--- src/rtl/core/akd_pkg.sv ---
// Shared key codes, result beat type and byte decode functions for the key sequence decoder.
package akd_pkg;

  // Key event codes carried in the result beat
  typedef enum logic [3:0] {
    KEY_CHAR      = 4'd0,
    KEY_ENTER     = 4'd1,
    KEY_BACKSPACE = 4'd2,
    KEY_TAB       = 4'd3,
    KEY_CTRL_C    = 4'd4,
    KEY_ESCAPE    = 4'd5,
    KEY_UP        = 4'd6,
    KEY_DOWN      = 4'd7,
    KEY_RIGHT     = 4'd8,
    KEY_LEFT      = 4'd9,
    KEY_HOME      = 4'd10,
    KEY_END       = 4'd11,
    KEY_DELETE    = 4'd12
  } key_t;

  // Input kind carried in tuser
  typedef enum logic {
    KIND_BYTE = 1'b0,
    KIND_TICK = 1'b1
  } kind_t;

  // Bytes with a meaning of their own
  localparam logic [7:0] BYTE_CTRL_C = 8'd3;
  localparam logic [7:0] BYTE_BS     = 8'd8;
  localparam logic [7:0] BYTE_TAB    = 8'd9;
  localparam logic [7:0] BYTE_LF     = 8'd10;
  localparam logic [7:0] BYTE_CR     = 8'd13;
  localparam logic [7:0] BYTE_ESC    = 8'd27;
  localparam logic [7:0] BYTE_DEL    = 8'd127;
  localparam logic [7:0] BYTE_CSI    = 8'h5B;  // '['
  localparam logic [7:0] BYTE_SS3    = 8'h4F;  // 'O'
  localparam logic [7:0] BYTE_TILDE  = 8'h7E;  // '~'

  // Configuration register map
  localparam int unsigned      CFG_ADDR_W   = 3;
  localparam logic             REG_TIMEOUT  = 1'b0;
  localparam logic [7:0]       TIMEOUT_RST  = 8'd30;

  // One result beat
  typedef struct packed {
    key_t       key;
    logic [7:0] char_value;
    logic       last;
  } res_t;

  // Results decoded for one input beat
  typedef struct packed {
    logic [1:0] n_res;
    res_t       res0;
    res_t       res1;
  } dec_t;

  // Final letter of a cursor sequence; KEY_CHAR when not a cursor key
  function automatic key_t final_letter(input logic [7:0] b);
    key_t k;
    k = KEY_CHAR;
    case (b)
      8'h41:   k = KEY_UP;     // 'A'
      8'h42:   k = KEY_DOWN;   // 'B'
      8'h43:   k = KEY_RIGHT;  // 'C'
      8'h44:   k = KEY_LEFT;   // 'D'
      8'h48:   k = KEY_HOME;   // 'H'
      8'h46:   k = KEY_END;    // 'F'
      default: k = KEY_CHAR;
    endcase
    return k;
  endfunction

  // Key for a byte seen outside a sequence (ESC handled by the caller)
  function automatic key_t fresh_key(input logic [7:0] b);
    key_t k;
    k = KEY_CHAR;
    case (b)
      BYTE_CR, BYTE_LF:  k = KEY_ENTER;
      BYTE_DEL, BYTE_BS: k = KEY_BACKSPACE;
      BYTE_TAB:          k = KEY_TAB;
      BYTE_CTRL_C:       k = KEY_CTRL_C;
      default:           k = KEY_CHAR;
    endcase
    return k;
  endfunction

  // Build a result beat; the character byte is kept only for plain characters
  function automatic res_t make_res(input key_t k, input logic [7:0] b, input logic lst);
    res_t r;
    r.key        = k;
    r.char_value = (k == KEY_CHAR) ? b : 8'd0;
    r.last       = lst;
    return r;
  endfunction

endpackage

--- src/rtl/core/akd_fsm.sv ---
// Escape sequence parser: parse state registers and the per-beat decode.
module akd_fsm (
  input  logic          clk,
  input  logic          rst_n,
  input  logic          take,        // input beat accepted this cycle
  input  logic          kind,
  input  logic [7:0]    byte_value,
  input  logic [7:0]    timeout_ticks,
  output akd_pkg::dec_t dec
);
  import akd_pkg::*;

  typedef enum logic [2:0] {
    MODE_IDLE  = 3'd0,
    MODE_ESC   = 3'd1,
    MODE_CSI   = 3'd2,
    MODE_SS3   = 3'd3,
    MODE_TILDE = 3'd4
  } mode_t;

  mode_t      mode_r, mode_nxt;
  logic [7:0] wait_r, wait_nxt;
  key_t       dig_r,  dig_nxt;   // key named by the held digit of ESC [ digit

  logic [7:0] wait_inc;
  key_t       fl_key;
  key_t       fr_key;
  logic       is_digit;
  key_t       digit_key;

  assign wait_inc = (wait_r == 8'hFF) ? wait_r : wait_r + 8'd1;
  assign fl_key   = final_letter(byte_value);
  assign fr_key   = fresh_key(byte_value);

  // Map the digit of ESC [ digit to its key
  always_comb begin
    is_digit  = 1'b1;
    digit_key = KEY_ESCAPE;
    case (byte_value)
      8'h31, 8'h37: digit_key = KEY_HOME;    // '1' '7'
      8'h33:        digit_key = KEY_DELETE;  // '3'
      8'h34, 8'h38: digit_key = KEY_END;     // '4' '8'
      default:      is_digit  = 1'b0;
    endcase
  end

  // Decode one beat against the current parse state
  always_comb begin
    mode_nxt  = mode_r;
    wait_nxt  = wait_r;
    dig_nxt   = dig_r;
    dec.n_res = 2'd0;
    dec.res0  = make_res(KEY_ESCAPE, byte_value, 1'b1);
    dec.res1  = make_res(fr_key, byte_value, 1'b1);
    if (kind == KIND_TICK) begin
      if (mode_r != MODE_IDLE) begin
        wait_nxt = wait_inc;
        if (wait_inc >= timeout_ticks) begin
          mode_nxt  = MODE_IDLE;
          wait_nxt  = 8'd0;
          dig_nxt   = KEY_ESCAPE;
          dec.n_res = 2'd1;
        end
      end
    end else begin
      mode_nxt = MODE_IDLE;
      wait_nxt = 8'd0;
      unique case (mode_r)
        MODE_IDLE: begin
          if (byte_value == BYTE_ESC) begin
            mode_nxt = MODE_ESC;
          end else begin
            dec.n_res = 2'd1;
            dec.res0  = make_res(fr_key, byte_value, 1'b1);
          end
        end
        MODE_ESC: begin
          if (byte_value == BYTE_CSI) begin
            mode_nxt = MODE_CSI;
          end else if (byte_value == BYTE_SS3) begin
            mode_nxt = MODE_SS3;
          end else if (byte_value == BYTE_ESC) begin
            // escape given, a new sequence opens
            mode_nxt  = MODE_ESC;
            dec.n_res = 2'd1;
          end else begin
            // escape, then the byte decoded afresh
            dec.n_res     = 2'd2;
            dec.res0.last = 1'b0;
          end
        end
        MODE_CSI: begin
          if (fl_key != KEY_CHAR) begin
            dec.n_res = 2'd1;
            dec.res0  = make_res(fl_key, byte_value, 1'b1);
          end else if (is_digit) begin
            dig_nxt  = digit_key;
            mode_nxt = MODE_TILDE;
          end else begin
            dec.n_res = 2'd1;
          end
        end
        MODE_SS3: begin
          dec.n_res = 2'd1;
          if (fl_key != KEY_CHAR) begin
            dec.res0 = make_res(fl_key, byte_value, 1'b1);
          end
        end
        MODE_TILDE: begin
          dec.n_res = 2'd1;
          dig_nxt   = KEY_ESCAPE;
          if (byte_value == BYTE_TILDE) begin
            dec.res0 = make_res(dig_r, byte_value, 1'b1);
          end
        end
        default: begin
          mode_nxt = MODE_IDLE;
        end
      endcase
    end
  end

  // Hold parse state; advance on each accepted beat
  always_ff @(posedge clk) begin
    if (!rst_n) begin
      mode_r <= MODE_IDLE;
      wait_r <= 8'd0;
      dig_r  <= KEY_ESCAPE;
    end else if (take) begin
      mode_r <= mode_nxt;
      wait_r <= wait_nxt;
      dig_r  <= dig_nxt;
    end
  end

endmodule

--- src/rtl/core/ansi_key_sequence_decoder.sv ---
// Top level of the ANSI key sequence decoder: stream ports, config register and result queue.
//
// Decodes keyboard bytes and timer ticks into key events (enter, backspace, tab, ctrl-c,
// plain characters, and escape / cursor / home / end / delete from ESC [ and ESC O
// sequences). Each input beat is decoded in the cycle it is accepted and yields zero, one
// or two result beats, which go into a three-entry result queue; out_tlast marks the final
// result of an input beat. in_tready is high while at most one result waits, so with a
// consuming sink the block takes one beat per cycle while each beat gives at most one
// result; a beat giving two results can hold off the next input beat. timeout_ticks
// at byte address 0 (reset 30) is the number of ticks after a sequence byte before a lone
// escape is given; zero behaves as one. Write configuration only while the block is idle.
module ansi_key_sequence_decoder (
  input  logic                           clk,
  input  logic                           rst_n,
  // input stream
  input  logic                           in_tvalid,
  output logic                           in_tready,
  input  logic [7:0]                     in_tdata,   // [7:0] byte_value
  input  logic                           in_tuser,   // [0] kind
  // result stream
  output logic                           out_tvalid,
  input  logic                           out_tready,
  output logic [15:0]                    out_tdata,  // [3:0] key, [11:4] char_value, zero above
  output logic                           out_tlast,
  // configuration
  input  logic                           cfg_psel,
  input  logic                           cfg_penable,
  input  logic                           cfg_pwrite,
  input  logic [akd_pkg::CFG_ADDR_W-1:0] cfg_paddr,
  input  logic [31:0]                    cfg_pwdata,
  output logic [31:0]                    cfg_prdata,
  output logic                           cfg_pready
);
  import akd_pkg::*;

  localparam int unsigned QDEPTH = 3;

  logic [7:0] timeout_r;
  logic       reg_sel;
  logic       in_take;
  logic       pop;
  dec_t       dec;

  res_t       q_r   [QDEPTH];
  res_t       q_nxt [QDEPTH];
  res_t       q_pop [QDEPTH];
  logic [1:0] cnt_r, cnt_nxt, cnt_pop;

  // Configuration register
  assign cfg_pready = 1'b1;
  assign reg_sel    = (cfg_paddr[2] == REG_TIMEOUT);
  assign cfg_prdata = reg_sel ? {24'd0, timeout_r} : 32'd0;

  always_ff @(posedge clk) begin
    if (!rst_n) begin
      timeout_r <= TIMEOUT_RST;
    end else if (cfg_psel && cfg_penable && cfg_pwrite && cfg_pready && reg_sel) begin
      timeout_r <= cfg_pwdata[7:0];
    end
  end

  // Handshakes
  assign in_tready  = (cnt_r <= 2'd1);
  assign in_take    = in_tvalid && in_tready;
  assign out_tvalid = (cnt_r != 2'd0);
  assign pop        = out_tvalid && out_tready;
  assign out_tdata  = {4'd0, q_r[0].char_value, q_r[0].key};
  assign out_tlast  = q_r[0].last;

  akd_fsm u_fsm (
    .clk           (clk),
    .rst_n         (rst_n),
    .take          (in_take),
    .kind          (in_tuser),
    .byte_value    (in_tdata),
    .timeout_ticks (timeout_r),
    .dec           (dec)
  );

  // Drop the head on a taken beat, then append this beat's results
  always_comb begin
    for (int i = 0; i < QDEPTH; i++) begin
      q_pop[i] = (pop && (i < QDEPTH - 1)) ? q_r[(i + 1) % QDEPTH] : q_r[i];
    end
    cnt_pop = cnt_r - {1'b0, pop};
    for (int i = 0; i < QDEPTH; i++) begin
      q_nxt[i] = q_pop[i];
      if (in_take && (dec.n_res != 2'd0) && (2'(i) == cnt_pop)) begin
        q_nxt[i] = dec.res0;
      end
      if (in_take && (dec.n_res == 2'd2) && (2'(i) == cnt_pop + 2'd1)) begin
        q_nxt[i] = dec.res1;
      end
    end
    cnt_nxt = cnt_pop + (in_take ? dec.n_res : 2'd0);
  end

  always_ff @(posedge clk) begin
    if (!rst_n) begin
      cnt_r <= 2'd0;
    end else begin
      cnt_r <= cnt_nxt;
    end
  end

  always_ff @(posedge clk) begin
    for (int i = 0; i < QDEPTH; i++) begin
      q_r[i] <= q_nxt[i];
    end
  end

  // Queue occupancy tracks pops and pushes exactly
  a_cnt_track: assert property (@(posedge clk) disable iff (!rst_n)
    ##1 $past(rst_n) |-> cnt_r == $past(cnt_r) - {1'b0, $past(pop)}
      + ($past(in_take) ? $past(dec.n_res) : 2'd0))
    else $error("result queue count mismatch");

  // A non-final result always has its partner already queued
  a_pair: assert property (@(posedge clk) disable iff (!rst_n)
    out_tvalid && !out_tlast |-> cnt_r >= 2'd2)
    else $error("non-final result without its follower");

  // Only plain characters carry a character byte
  a_char: assert property (@(posedge clk) disable iff (!rst_n)
    out_tvalid && (out_tdata[3:0] != KEY_CHAR) |-> out_tdata[11:4] == 8'd0)
    else $error("char_value set on a non-character key");

endmodule

--- config.mk ---
export PLATFORM = sky130hd
export DESIGN_NAME = ansi_key_sequence_decoder
export DESIGN_NICKNAME = d
export VERILOG_FILES = /design/src/rtl/core/akd_pkg.sv /design/src/rtl/core/akd_fsm.sv /design/src/rtl/core/ansi_key_sequence_decoder.sv
export SDC_FILE = /design/constraint.sdc
export NUM_CORES = 1
export LEC_CHECK = 0
export ABC_AREA = 0
export BUFFER_PORTS_ARGS = -buffer_cell sky130_fd_sc_hd__buf_4
export CAP_MARGIN = 15
export CORE_MARGIN = 2
export CORE_UTILIZATION = 54
export DETAILED_ROUTE_END_ITERATION = 10
export GPL_TIMING_DRIVEN = 0
export PLACE_DENSITY = 0.9
export SYNTH_ARGS = -nofsm -noshare
export SYNTH_HDL_FRONTEND = slang
export SYNTH_SLANG_ARGS = --single-unit
export TNS_END_PERCENT = 50
--- constraint.sdc ---
create_clock -name clk -period 4.6 [get_ports clk]
set_input_delay 0.46 -clock clk [delete_from_list [all_inputs] [get_ports clk]]
set_output_delay 0.46 -clock clk [all_outputs]
set_load 0.02 [all_outputs]
==> results.cfg <==
[outcome]
outcome = finished clean

[sta]
worstMarginPinSlew_ns = 0.756
slew_violations = 0
relSlewSlack_pct = 49.2
clock_skew_ns = 0.0117
rsz0062_at_grt = no
min_period_ns = 3.86
fin_crit_sh_pct = 83.8
hold_viol_final = 0
tns_ns = 0
fmax_ghz = 0.259
fin_ws_ns = 0.744
setup_viol = 0

[power]
p_leak_nw = 2.04
p_switching_w = 0.000572
irDropWorstVdd_mv = 0.148
p_comb_share_pct = 29.6
switching_share_pct = 32.6
seqPwrFrac_pct = 41.8
power_density_mw_per_mm2 = 360
p_int_w = 0.00118
clockPowerShare_pct = 28.6

[cts]
cts_root_buf = clkbuf_8
tritoncts = built
cts_hold_buf = 0
clock_latency_ns = 0.36
clockBufferDepth = 2
cts_setup_buffers = 0
h-tree-depth = 3
cts.sinks = 64
numCtsBuffers = 9
clkTransAtPathRegs_ns = 0.08
postCtsResizedCells = 0

[floorplan]
initial_utilization_pct = 56.3
coreArea_mm2 = 0.00729
dieArea_mm2 = 0.00832
placementRows = 31
die_width_um = 91.2
pin_count = 103
die_height_um = 91.2

[critical_path]
required_ns = 4.86
slowest_delay_ns = 0.54
crit_fanout = 10
cp_num_buf_inv = 1
worstSetupStartpointType = flop
critical_path_class = reg -> reg
crit_slowest_cell = a2111oi_0
path_common_cell = ha_1
crit_chain = ha_1 > nand4_1 > mux2_2 > ha_1 > a2111oi_0 > o31ai_1 > nand3_1 > clkbuf_1 > nor2_1 > ha_1 > xor2_1 > xnor2_1 > and2_1
critical_path.top_delay_family = compound AO/OA/AOI/OAI gates
worst_ep_arrival_time_ns = 4.12
endpoint_kind = flop

[finish]
drive_above_1_share_pct = 18.8
nFillCells = 613
area_growth_pct = 18.3
final_nets = 600
final_common_cell = buf_4
multiInputGateArea_mm2 = 0.00221
layout_common_cells = buf_4, nand2_1, nor2_1
n_antenna_cell = 0
seq_area_mm2 = 0.00161

[yosys]
async_flop_share_pct = 0
synth_edf_count = 33
synth-warning-count = 0
ys.flop_type = edfxtp_1
ys_seq_area_share_pct = 39.2
ys_types = 72
synth_seq_cells = 64
synth_area_mm2 = 0.00411
avgSynthCellArea_um2 = 8.97
synthCells = 458

[global_routing]
grt_pass1_vias = 3437
grt_max_degree = 13
antenna_found_initial = 0
grt-ovfl-total = 0
grt_first_pass_wirelength_um = 15300
gr-usage-all-layers_pct = 22.6

[placement]
io_buffers = 42
dpl.hpwl_um = 7060
dp_slack_ns = 0.804
place.gp.congestion = 0.957

[routing]
ant_nets = 0
vias_per_cell = 5.54
wl_per_cell_um = 14.2
drc = 0
drtIter0Drc = 301
firstDrtPassIters = 4
vias = 3554
drt-total-wl_um = 9130

[run]
maxCapViolations = 0

[hold_path]
hold_class = in -> reg
==> layer usage <==
layer | vias up | wire [µm] | track usage [%]
li1 | 1770 | - | -
met4 | 0 | 275 | 10.2
met3 | 26 | 499 | 6.06
met2 | 135 | 4570 | 39.7
met5 | - | 0 | 0
met1 | 1623 | 3790 | 25.6
==> stage by stage <==
step | utilization [%] | cell area, µm² | hold WS [ns] | power [W] | cells
6_report | 66.7 | 4860 | 0.321 | 0.00175 | 642
3_3_place_gp | 63.8 | 4650 | 0.451 | 0.00125 | 626
4_1_cts | 66.7 | 4860 | 0.318 | 0.00175 | 642
5_1_grt | 66.7 | 4860 | 0.323 | 0.00184 | 642
3_5_place_dp | 63.8 | 4650 | 0.456 | 0.00126 | 626
2_1_floorplan | - | 4210 | 0.439 | 0.00111 | 485
==> layout make-up <==
class | count | area share (%)
clock buffer | 13 | 3.94
tap | 99 | 2.55
buffer | 53 | 6.54
sequential | 64 | 33.2
inverter | 19 | 1.47
multi-input combinational | 349 | 45.5
clock inverter | 3 | 0.412
timing repair buffer | 42 | 6.49
==> cells in the mapped netlist (4+ instances only) <==
library cell  instances  area [µm²]
o21a_1                4        30.0
nand4b_1              6        52.6
nand3_1              13        65.1
nand2b_1              4        25.0
buf_4                29         218
inv_1                19        71.3
o21ai_0               7        35.0
dfxtp_1              31         621
a31oi_1               4        25.0
nand2_1              53         199
o22ai_1               4        25.0
clkbuf_1             20        75.1
a21boi_0              7        52.6
xnor2_1              10        87.6
and3_1                5        31.3
xor2_1                4        35.0
a21oi_1              13        65.1
nor3_1               12        60.1
mux2i_1               7        70.1
a22o_1               18         158
nor2_1               35         131
nor3b_1               6        45.0
o211ai_1              6        45.0
and2_1               14        87.6
nor2b_1              10        62.6
ha_1                 11         138
edfxtp_1             33         991
nand4_1               6        37.5
==> final timing paths <==
| check | start | to | slack (ns) | cells past startpoint |
|---|---|---|---|---|
| max reg2reg | u_fsm.wait_r[0] | cnt_r[1] | 0.74 | 13 |
| max | u_fsm.wait_r[0] | cnt_r[1] | 0.74 | 13 |
| min reg2reg | timeout_r[7] | timeout_r[7] | 0.47 | 2 |
| min | cfg_pwdata[1] | timeout_r[1] | 0.32 | 3 |
==> state kept, by name, summed over array words and instances, names as in the netlist <==
signal        flops
u_fsm.dig_r       4
cnt_r             2
u_fsm.mode_r      3
q_r              39
timeout_r         8
u_fsm.wait_r      8
==> tightest hold or removal path, delay by kind of cell <==
kind,cells,cell delay (ns)
AOI/OAI and AO/OA,1,0.07
buffers and inverters,1,0.07
and+or+nand+nor,1,0.04
==> cell families (layout without fill, tap and decap cells) <==
| family | count (synthesis) | in the layout | share of synthesized area [%] |
|---|---|---|---|
| AND/OR/NAND/NOR | 186 | 186 | 23.9 |
| adder cells (fa/ha/maj) | 11 | 11 | 3.35 |
| AO/OA/AOI/OAI | 101 | 101 | 18.9 |
| other | 2 | 29 | 0.183 |
| multiplexers | 8 | 8 | 1.98 |
| buffers and inverters | 72 | 130 | 9.47 |
| XOR/XNOR | 14 | 14 | 2.98 |
| flip-flops | 64 | 64 | 39.2 |
==> power by group through the flow <==
stage          Combinational, W  Clock (W)  Sequential (W)
2_1_floorplan          0.000330          0        0.000779
3_3_place_gp           0.000504          0        0.000742
3_5_place_dp           0.000515          0        0.000746
4_1_cts                0.000517   0.000504        0.000734
5_1_grt                0.000569   0.000527        0.000740
6_report               0.000519   0.000500        0.000733
(Power assumes the default switching activity.)
